**src/rtl/bpc_pkg.sv**
```systemverilog
// Shared types and constants of the barometric compensation core.
// Holds field widths, scaling shifts, register indexes and the words
// passed between the pipeline sections. No dependencies.
`timescale 1ns / 1ps
`default_nettype none

package bpc_pkg;

    // Port field widths
    localparam int RAW_W    = 24;
    localparam int CFG_W    = 16;
    localparam int IDX_W    = 3;
    localparam int NUM_REGS = 6;
    localparam int P_W      = 32;
    localparam int T_W      = 19;

    // Scaling shifts of the compensation formula
    localparam int SH_REF       = 8;
    localparam int SH_TEMP      = 23;
    localparam int SH_T2        = 31;
    localparam int SH_OFF_BASE  = 16;
    localparam int SH_SENS_BASE = 15;
    localparam int SH_OFF_TC    = 7;
    localparam int SH_SENS_TC   = 8;
    localparam int SH_PSENS     = 21;
    localparam int SH_POUT      = 15;

    // Internal widths
    localparam int DT_W   = RAW_W + 1;            // dT, signed
    localparam int TC_W   = DT_W + CFG_W + 1;     // dT times a coefficient
    localparam int DD_W   = 2 * DT_W;             // dT squared
    localparam int X_W    = 20;                   // temperatures and deltas
    localparam int SQ_W   = 2 * X_W;              // squared deltas, corrections
    localparam int OFF_W  = 40;
    localparam int SENS_W = 40;
    localparam int SPLIT  = 20;                   // low part of SENS in the product
    localparam int PL_W   = RAW_W + SPLIT;
    localparam int PH_W   = RAW_W + 1 + SENS_W - SPLIT;
    localparam int PROD_W = 64;
    localparam int Q_W    = PROD_W - SH_PSENS + 1;

    // Temperature thresholds, in 0.01 degC
    localparam logic signed [X_W-1:0] TEMP_BASE     = X_W'(2000);
    localparam logic signed [X_W-1:0] TEMP_LOW_BIAS = X_W'(1500);
    localparam logic signed [X_W-1:0] COLD_BIAS     = TEMP_BASE + TEMP_LOW_BIAS;

    // Configuration register indexes
    typedef enum logic [IDX_W-1:0] {
        REG_SENS    = 3'd0,
        REG_OFF     = 3'd1,
        REG_SENS_TC = 3'd2,
        REG_OFF_TC  = 3'd3,
        REG_TREF    = 3'd4,
        REG_TSLOPE  = 3'd5
    } t_reg_idx;

    typedef struct packed {
        logic [CFG_W-1:0] sens_coeff;
        logic [CFG_W-1:0] offset_coeff;
        logic [CFG_W-1:0] sens_temp_coeff;
        logic [CFG_W-1:0] offset_temp_coeff;
        logic [CFG_W-1:0] ref_temp;
        logic [CFG_W-1:0] temp_slope_coeff;
    } t_cfg;

    // First-order results handed to the second-order section
    typedef struct packed {
        logic [RAW_W-1:0]         d1;
        logic signed [X_W-1:0]    temp1;
        logic signed [X_W-1:0]    t2;
        logic signed [X_W-1:0]    x;
        logic signed [X_W-1:0]    y;
        logic signed [OFF_W-1:0]  off1;
        logic signed [SENS_W-1:0] sens1;
        logic                     cold;
        logic                     vcold;
    } t_fo_word;

    // Corrected terms handed to the pressure section
    typedef struct packed {
        logic [RAW_W-1:0]         d1;
        logic signed [X_W-1:0]    temp;
        logic signed [OFF_W-1:0]  off;
        logic signed [SENS_W-1:0] sens;
    } t_so_word;

endpackage

`default_nettype wire

```
**src/rtl/bpc_cfg_regs.sv**
```systemverilog
// Calibration register file of the compensation core.
// Decodes configuration writes into six 16-bit words. Depends on bpc_pkg.
`timescale 1ns / 1ps
`default_nettype none

module bpc_cfg_regs (
    input  logic                      i_clk,
    input  logic                      i_rst_n,
    input  logic                      i_vld,
    input  logic [bpc_pkg::IDX_W-1:0] i_idx,
    input  logic [bpc_pkg::CFG_W-1:0] i_data,
    output logic                      o_rdy,
    output bpc_pkg::t_cfg             o_cfg
);
    import bpc_pkg::*;

    t_cfg r_cfg;
    t_cfg n_cfg;

    // Always take the write word
    assign o_rdy = 1'b1;
    assign o_cfg = r_cfg;

    // Decode the index; drop writes beyond the register list
    always_comb begin
        n_cfg = r_cfg;
        if (i_vld) begin
            case (i_idx)
                REG_SENS:    n_cfg.sens_coeff        = i_data;
                REG_OFF:     n_cfg.offset_coeff      = i_data;
                REG_SENS_TC: n_cfg.sens_temp_coeff   = i_data;
                REG_OFF_TC:  n_cfg.offset_temp_coeff = i_data;
                REG_TREF:    n_cfg.ref_temp          = i_data;
                REG_TSLOPE:  n_cfg.temp_slope_coeff  = i_data;
                default:     n_cfg = r_cfg;
            endcase
        end
    end

    always_ff @(posedge i_clk) begin
        if (!i_rst_n) begin
            r_cfg <= '0;
        end else begin
            r_cfg <= n_cfg;
        end
    end

    a_slope_write: assert property (@(posedge i_clk) disable iff (!i_rst_n)
        i_vld && (i_idx == REG_TSLOPE) |=> r_cfg.temp_slope_coeff == $past(i_data))
        else $error("temperature slope write not stored");

    a_unknown_idx: assert property (@(posedge i_clk) disable iff (!i_rst_n)
        i_vld && (i_idx >= IDX_W'(NUM_REGS)) |=> $stable(r_cfg))
        else $error("write beyond register list changed a register");

endmodule

`default_nettype wire

```
**config.mk**
```make
export PLATFORM = sky130hd
export DESIGN_NAME = bpc_cfg_regs
export DESIGN_NICKNAME = d
export VERILOG_FILES = /design/src/rtl/bpc_pkg.sv /design/src/rtl/bpc_cfg_regs.sv
export SDC_FILE = /design/constraint.sdc
export NUM_CORES = 1
export LEC_CHECK = 0
export BUFFER_PORTS_ARGS = -buffer_cell sky130_fd_sc_hd__buf_2
export CAP_MARGIN = 15
export CORE_MARGIN = 5
export CORE_UTILIZATION = 45
export DETAILED_ROUTE_END_ITERATION = 7
export PLACE_DENSITY = 0.73
export SETUP_SLACK_MARGIN = 0.4
export SLEW_MARGIN = 0
export SYNTH_ARGS = -nofsm -noshare
export SYNTH_HDL_FRONTEND = slang
export SYNTH_SLANG_ARGS = --single-unit
```
**constraint.sdc**
```tcl
create_clock -name i_clk -period 1.25 [get_ports i_clk]
set_input_delay 0.25 -clock i_clk [delete_from_list [all_inputs] [get_ports i_clk]]
set_output_delay 0.25 -clock i_clk [all_outputs]
set_load 0.02 [all_outputs]
```
**After elaboration in Yosys (flattened, before gate mapping)**

Cells that the tools add are included.

- Register bits after elaboration: 96
- Bits in latches: 0
- RAM bits: 0
- ROM bits: 0
- Input port bits: 22
- Output and inout port bits: 97
- Word-level logic and storage cells: 18
- Memories: 0

- Add/sub/neg operators: 0
- $mul: 0
- Divide/modulo/power cells: 0
- $lt $le $gt $ge: 0
- Equality and inequality tests: 5
- Shift-type cells: 0
- Multiplexer cells: 0
- Bitwise logic cells: 0
- Reduce and logical (&&, ||, !) cells: 7

Operators with widths:

| kind | count |
|---|---|
| 2-bit AND reduction | 6 |
| 3-bit by 2-bit equality test with 1-bit output, second input constant | 2 |
| 3-bit equality test, second input constant | 2 |
| 3-bit by 1-bit equality test with 1-bit output, second input constant | 1 |
| 3-bit logical NOT | 1 |

**Longest topological paths before layout**

Gate-level depths: netlist of run 1.

- Depth after elaboration: 2
- Depth in mapped cells: 4
- Gate-level depth less buffers: 2

**Least setup slack after synthesis of run 1**

OpenSTA, ideal clock, no wires.

- Path type: input -> register
- Start point: input i_idx[1] (netlist name)
- End point: register r_cfg (netlist bit o_cfg[89])
- Library setup time: 123 ps
- Arrival: 1177 ps
- Data required time: 1127 ps
- Setup slack: -50 ps
- Stages on the path: 4
- Cells stage by stage: or4b_1 -> buf_6 -> buf_12 -> mux2i_1

- Cells in the longest elaborated chain, start to end: 2

RTL lines:

| item | RTL line | RTL |
|---|---|---|
| from (decl) | bpc_cfg_regs.sv:10 | `input logic [bpc_pkg::IDX_W-1:0] i_idx,` |
| 3-bit logical NOT | bpc_cfg_regs.sv:28 | `case (i_idx)` |
| 2-bit AND reduction (no source line) | - |  |
| to (signal assigned) | bpc_cfg_regs.sv:44 | `r_cfg <= n_cfg;` |
| to (decl) | bpc_cfg_regs.sv:17 | `t_cfg r_cfg;` |

No other way between the ends.
A chain may end at the register's enable or synchronous reset.

**Worst setup path after layout of run 1**

- Start point: register r_cfg (netlist bit o_cfg[76])
- End point: output o_cfg[76] (netlist name)

RTL lines:

| item | RTL line | RTL |
|---|---|---|
| to (decl) | bpc_cfg_regs.sv:13 | `output bpc_pkg::t_cfg o_cfg` |

No word-level cell between the ends.

==> impl_metrics.yaml, run 1 <==
setup_path:
  crit_path_top_delay_cell: "dfxtp_2"
  rrSetupSlack_ps: 420
  cp_top_family: "flip-flops"
  critPathMaxStageDelay_ps: 370
  reg2reg_depth: 4
  critPathBufInv: 1
  crit_fanout: 2
  reg2reg_from: "o_cfg[28]"
  cp.arrival_ps: 840
  worstReg2RegEnd: "o_cfg[28]"
  start_kind: "flop"
  required_ps: 1000
  cp-end-kind: "output port"
  crit_path_cell_trace: "buf_6"
  path_class: "reg -> out"
power:
  power_density_nw_per_um2: 1080
  irDropWorstVdd_v: 0.000694
  power.leakage_nw: 2.83
detailed_routing:
  wl_per_cell_microns: 17.8
  drt-total-wl_mm: 10.5
  drc_errors: 0
  drt.antenna.violating_nets: 0
  drt-pass1-iter-count: 5
  drt_iter0_drc: 98
  drt-vias-per-instance: 5.01
  via_count: 2953
synthesis:
  synth_area_per_cell_sq_um: 10.4
  yosys_warnings: 0
  synth_area_sq_um: 3510
  synth-seq-cells: 96
  synthSimpleGateAreaFrac_pct: 13.8
  muxShareOfSynthArea_pct: 27.4
  synth-xor-area-share_pct: 0
  synth_top_family_by_area: "multiplexers"
  synthAdderAreaFrac_pct: 0
  syn_nets: 358
  synth_compound_area_share_pct: 0
  synthDistinctLibCells: 14
  syn-instance-count: 336
  yosysSeqAreaShare_pct: 54.8
die:
  die_h_microns: 98.3
  dieArea_sq_um: 9660
  fp.dieW_microns: 98.3
  start_util_pct: 45.8
  rows: 32
  num_io_pins: 119
  core_sq_um: 7650
grt:
  grt_busiest_layer: "met2"
  grtUsageMet3_pct: 5.86
  grt_pass1_wl_mm: 15.6
  grtUsageTotal_pct: 20.4
  grt_use_met2_pct: 36.8
  grt_start_max_net_pins: 50
  grt_pass1_vias: 3044
  grt_antenna_before_repair: 0
  grt_overflow: 0
  grt_use_met1_pct: 22.5
min_path:
  hold-path-cell-count: 3
  hold_path_end: "o_cfg[63]"
  hp-start: "i_data[15]"
  min_path_type: "in -> reg"
finish:
  areaGrowthSynthToFinish_pct: 59.8
  multi_input_area_sq_um: 1510
  nNetsFinal: 505
  largest_reg_flops: 96
  n_antenna_cell: 0
  seq_area_sq_um: 2040
  final_cells: 590
  layout-drive-gt1-share_pct: 56.8
  post-route-util_pct: 73.3
  nFillCells: 518
placement:
  place_hpwl_mm: 6.14
  port_buffers: 117
  gp_congestion: 0.733
  place_inst: 543
  dp_worst_setup_slack_ps: -159
timing:
  fin_ws_ps: 158
  hold_ws_ps: 299
  post-route-period-util_pct: 87.4
  setup_viol: 0
  hold_violations: 0
  fmax_mhz: 916
  finalMaxSlewViolations: 0
  fin_skew_ps: 0
  finalWorstPathRequiredPeriod_ps: 1090
  rsz0062_at_grt: "yes"
clocking:
  htreeDepth: 3
  path_clk_slew_ps: 100
  hold_buffers: 0
  cts-root-buf: "clkbuf_8"
  cts_tree: "built"
  cts_buffer_depth: 2
  cts_buffers: 9
  clock-sinks: 96
  clk_latency_ps: 350
run:
  maxCapViolations: 0
outcome:
  status: "completed"
## what timing repair did
item | CTS | global route
cloned | 3 | 1
pin swaps | 3 | 3
resized for setup | 298 | 10
setup endpoints to repair | 135 | 157
setup buffers | 6 | 21
## how the worst max path moves through the flow
stage | startpoint | end | slack (ps) | cells past startpoint
final | o_cfg[76] | o_cfg[76] | 160 | 1
after global routing | o_cfg[76] | o_cfg[76] | 120 | 1
after CTS | o_cfg[62] | o_cfg[62] | 170 | 1
after detailed placement | i_idx[1] | o_cfg[93] | -160 | 3
after global placement | i_idx[1] | o_cfg[90] | -130 | 3
after floorplan | i_idx[1] | o_cfg[89] | -30 | 4
## cells in the mapped netlist
master,instances,share of area [%]
mux2i_1,96,27
nand4b_1,2,0.50
buf_2,9,1.3
buf_4,2,0.43
buf_12,1,0.57
or4b_1,1,0.29
buf_6,1,0.32
buf_1,1,0.11
conb_1,1,0.11
clkbuf_1,11,1.2
nand4bb_1,2,0.64
and4bb_2,1,0.36
dfxtp_1,96,55
nand2_1,112,12
## layout by cell type, fill, tap and decap left out
cell type   count
and4bb_4        1
buf_12          8
buf_16          2
buf_2          17
buf_4          30
buf_6         100
buf_8           2
bufinv_16       2
clkbuf_1        1
clkbuf_16       1
clkbuf_8       10
clkinv_2        1
clkinvlp_4      2
conb_1          1
dfxtp_2        96
mux2i_1        95
mux2i_2         1
nand2_1       112
nand4b_1        2
nand4bb_4       2
or4b_4          2
## power by group
part	switching, mW	total (mW)	internal [mW]
clock network	1.03	2.21	1.18
registers	0.0512	3.19	3.14
logic	0.343	0.661	0.317
total	1.43	6.06	4.63
## area by class of cell
type                            count  share of cell area (%)
Clock buffer                       11                    2.52
Clock inverter                      5                    1.43
Multi-Input combinational cell    216                    26.9
Sequential cell                    96                    36.4
Tap cell                          102                    2.28
Timing Repair Buffer              160                    30.5
## cells by family after synthesis
group,count (synthesis)
buffers and inverters,25
DFF,96
muxes,96
other,1
and+or+nand+nor,118
## metal layers
layer	share of wire (%)	routed length (microns)	vias up
li1	-	-	1410
met1	40	4240	1427
met2	52	5460	97
met3	5.5	575	19
met4	2.3	240	0
met5	0	0	-
## metrics by stage
stage | TNS [ps] | area, sq um | total power [mW]
3_3_place_gp | -2110 | 4270 | 3.71
2_1_floorplan | -341 | 3600 | 3.54
5_1_grt | 0 | 5600 | 6.27
3_5_place_dp | -2740 | 4270 | 3.72
6_report | 0 | 5600 | 6.06
4_1_cts | 0 | 5370 | 6.04
Power figures use the tool's default switching activity.
==> run 2: changes to the inputs <==
--- a/config.mk
+++ b/config.mk
@@ -8,9 +8,10 @@
 export BUFFER_PORTS_ARGS = -buffer_cell sky130_fd_sc_hd__buf_2
 export CAP_MARGIN = 15
 export CORE_MARGIN = 5
-export CORE_UTILIZATION = 45
+export CORE_UTILIZATION = 47
+export CTS_BUF_LIST = sky130_fd_sc_hd__clkbuf_2 sky130_fd_sc_hd__clkbuf_4 sky130_fd_sc_hd__clkbuf_8
 export DETAILED_ROUTE_END_ITERATION = 7
-export PLACE_DENSITY = 0.73
+export PLACE_DENSITY = 0.75
 export SETUP_SLACK_MARGIN = 0.4
 export SLEW_MARGIN = 0
 export SYNTH_ARGS = -nofsm -noshare
==> run 2 against run 1 <==
Wire length is 0.95% higher. Non-clock buffer count fell by 2. Clock power is 9.5% lower. Largest power group unchanged.
==> impl_metrics.yaml, run 2 (synthesis gave the netlist of run 1 again) <==
detailed_routing:
  drt-total-wl_mm: 10.6
  drt-vias-per-instance: 5.04
  wl_per_cell_microns: 18.1
  drt_iter0_drc: 104
  via_count: 2951
  drt.antenna.violating_nets: 0
  drc_errors: 0
  drt-pass1-iter-count: 4
setup_path:
  cp-end-kind: "output port"
  required_ps: 1000
  crit_path_top_delay_cell: "dfxtp_2"
  cp.arrival_ps: 850
  cp_top_family: "flip-flops"
  path_class: "reg -> out"
  critPathMaxStageDelay_ps: 370
  critPathBufInv: 1
  cp_num_cells: 1
  crit_path_cell_trace: "buf_6"
  reg2reg_depth: 4
  start_kind: "flop"
  crit_fanout: 2
outcome:
  status: "completed"
grt:
  grt_overflow: 0
  grtUsageMet3_pct: 6.33
  grt_start_max_net_pins: 55
  grt_pass1_vias: 2874
  grtUsageTotal_pct: 22.1
  grt_use_met2_pct: 39.3
  grt_pass1_wl_mm: 15.2
  grt_busiest_layer: "met2"
  grt_use_met1_pct: 25.3
  grt_antenna_before_repair: 0
timing:
  post-route-period-util_pct: 88.3
  fin_skew_ps: 0
  finalMaxSlewViolations: 0
  tns_ps: 0
  rsz0062_at_grt: "yes"
  hold_violations: 0
  hold_ws_ps: 285
  fmax_mhz: 906
  finalWorstPathRequiredPeriod_ps: 1100
  setup_viol: 0
die:
  rows: 31
  dieArea_sq_um: 9290
  die_h_microns: 96.4
  fp.dieW_microns: 96.4
  num_io_pins: 119
  start_util_pct: 48.3
  core_sq_um: 7250
clocking:
  cts_tree: "built"
  clock-sinks: 96
  path_clk_slew_ps: 90
  cts-root-buf: "clkbuf_8"
  clk_latency_ps: 350
  cts_buffers: 9
  htreeDepth: 3
  cts_buffer_depth: 2
finish:
  layout-drive-gt1-share_pct: 57.0
  n_antenna_cell: 0
  areaGrowthSynthToFinish_pct: 58.2
  nNetsFinal: 503
  most-common-layout-cells: "112 x nand2_1, 101 x buf_6, 96 x dfxtp_2"
  largest_reg_flops: 96
  layout_commonest_cell: "nand2_1"
placement:
  place_hpwl_mm: 6.02
  port_buffers: 117
  gp_congestion: 0.736
power:
  power_density_nw_per_um2: 1050
  p_total_mw: 5.84
  irDropWorstVdd_v: 0.000713
  power.leakage_nw: 2.80
min_path:
  min_path_type: "in -> reg"
  hold-path-cell-count: 3
run:
  maxCapViolations: 0
## run 2: where the power goes
group          internal (mW)  switching, mW  total (mW)
Sequential              3.14         0.0529        3.19
Combinational          0.315          0.342       0.658
Clock                  0.938           1.06        2.00
## run 2: routing by layer
layer | wire, microns | vias up
met2 | 5620 | 105
met3 | 715 | 5
met1 | 4200 | 1440
li1 | - | 1401
met5 | 0 | -
met4 | 77 | 0
## run 2: final cells by class
type,instances,area (sq um)
fill,455,1710
multi-input combinational,216,1510
sequential,96,2040
clock inverter,6,60.1
clock buffer,10,131
timing repair buffer,158,1680
tap,99,124
## run 2: path summary, 6_finish.rpt
| kind | start | endpoint | slack [ps] |
|---|---|---|---|
| worst max-delay path | o_cfg[20] | o_cfg[20] | 150 |
| worst min-delay path | i_data[2] | o_cfg[18] | 280 |
| worst max register to register | o_cfg[21] | o_cfg[21] | 420 |
| worst min register to register | o_cfg[30] | o_cfg[30] | 470 |
## run 2: metrics by stage
step	setup WS, ps	area, sq um	utilization, %	std cells
final	146	5550	76.5	585
after global routing	108	5550	76.5	585
after CTS	154	5350	73.7	570
after detailed placement	-140	4270	58.9	540
after global placement	-110	4270	58.9	540
after floorplan	-34.1	3600	-	336
## run 2: timing repair
action                                  CTS  global route
pin swaps                                 3             3
buffers inserted                         12            13
gates cloned                              2             2
hold buffers                              0             0
resized for setup                       299             9
endpoints found under the setup margin  128           192
==> run 3: changes to the inputs <==
==> constraint.sdc (replaced) <==
create_clock -name i_clk -period 1.25 [get_ports i_clk]
set_input_delay 0.0625 -clock i_clk [delete_from_list [all_inputs] [get_ports i_clk]]
set_output_delay 0.0625 -clock i_clk [all_outputs]
set_load 0.02 [all_outputs]
==> run 3 against run 2 <==
First-iteration DRC count decreased by 16%. Combinational power decreased by 7.1%. Die area unchanged. Sequential power about the same. Clock power about the same. Critical endpoint is now o_cfg[81]. Core utilization decreased by 1.8 points. Clock skew unchanged. Total power decreased by 0.32%. Sequential share of layout area increased by 0.88 points.
==> impl_metrics.yaml, run 3 (synthesis gave the netlist of run 1 again) <==
outcome:
  status: "completed"
finish:
  layout_commonest_cell: "nand2_1"
  stdcell_area_sq_um: 5420
  n_antenna_cell: 0
  most-common-layout-cells: "111 x nand2_1, 97 x buf_6, 96 x mux2i_1, 96 x dfxtp_2, 42 x buf_4"
  post-route-util_pct: 74.7
  areaGrowthSynthToFinish_pct: 54.5
  largest_reg_flops: 96
  nNetsFinal: 508
  layout-drive-gt1-share_pct: 56.7
die:
  core_sq_um: 7250
  fp.dieW_microns: 96.4
  start_util_pct: 48.3
  die_h_microns: 96.4
  rows: 31
  dieArea_sq_um: 9290
  num_io_pins: 119
clocking:
  cts_buffers: 9
  clk_latency_ps: 350
  hold_buffers: 0
  htreeDepth: 3
  cts-root-buf: "clkbuf_8"
  cts_tree: "built"
  cts_buffer_depth: 2
  path_clk_slew_ps: 90
  clock-sinks: 96
placement:
  place_hpwl_mm: 6.09
  place_area_sq_um: 4230
  gp_congestion: 0.814
  port_buffers: 117
detailed_routing:
  via_count: 2943
  wl_per_cell_microns: 17.5
  drt-total-wl_mm: 10.3
  drt-pass1-iter-count: 4
  drt_iter0_drc: 87
  drt-vias-per-instance: 5.00
  drt.antenna.violating_nets: 0
  drc_errors: 0
power:
  power_density_nw_per_um2: 1080
  p_total_mw: 5.82
  irDropWorstVdd_v: 0.000658
  power.leakage_nw: 2.77
setup_path:
  path_class: "reg -> out"
  required_ps: 1190
  start_kind: "flop"
  cp_top_family: "flip-flops"
  crit_path_cell_trace: "buf_6"
  critPathBufInv: 1
  critPathMaxStageDelay_ps: 370
  crit_path_top_delay_cell: "dfxtp_2"
  crit_fanout: 2
  cp.arrival_ps: 830
  cp-end-kind: "output port"
grt:
  grt_start_max_net_pins: 38
  grt_pass1_wl_mm: 15.6
  grt_pass1_vias: 3135
  grtUsageTotal_pct: 22.3
  grt_antenna_before_repair: 0
  grt_overflow: 0
run:
  maxCapViolations: 0
timing:
  hold_violations: 0
  fin_skew_ps: 0
  hold_ws_ps: 60.3
  tns_ps: 0
  rsz0062_at_grt: "yes"
  finalMaxSlewViolations: 0
  setup_viol: 0
  finalWorstPathRequiredPeriod_ps: 897
  fmax_mhz: 1110
  post-route-period-util_pct: 71.8
min_path:
  min_path_type: "in -> reg"
run 3: path summary, 6_finish.rpt:
kind	to	cells after the start	startpoint	slack (ps)
max	o_cfg[81]	1	o_cfg[81]	350
min	o_cfg[10]	3	i_rst_n	60
max reg2reg	o_cfg[41]	4	o_cfg[41]	410
min reg2reg	o_cfg[75]	2	o_cfg[75]	460
run 3: metal layers:
layer  GRT usage [%]  part of all wire, %  vias to the layer above
met4            10.0                  2.0                        0
met2            40.4                   53                       93
met5               0                    0                        -
li1                -                    -                     1409
met3            5.24                  5.2                       16
met1            24.5                   40                     1425
run 3: stage by stage:
stage	setup WS, ps	cells
after CTS	351	570
final	353	589
after global placement	62.0	539
after floorplan	153	336
after detailed placement	30.4	539
after global routing	321	589
run 3: repair_timing:
item                       in CTS  in global routing
gates resized for setup       288                  3
pin swaps                       0                  0
cloned                          0                  1
setup endpoints to repair      97                109
setup buffers                  16                 18
run 3: area by class of cell:
cell class              count  area, sq um
flip-flops and latches     96         2040
fillers                   477         1840
repair buffers            163         1590
multi-input cells         216         1470
clock buffers              10          138
well taps                  99          124
clock inverters             5         57.6
run 3: power breakdown:
| group | total [mW] | internal [mW] | switching, mW |
|---|---|---|---|
| clock network | 2.03 | 0.966 | 1.06 |
| registers | 3.19 | 3.14 | 0.0520 |
| logic | 0.611 | 0.283 | 0.328 |
| total | 5.82 | 4.38 | 1.44 |
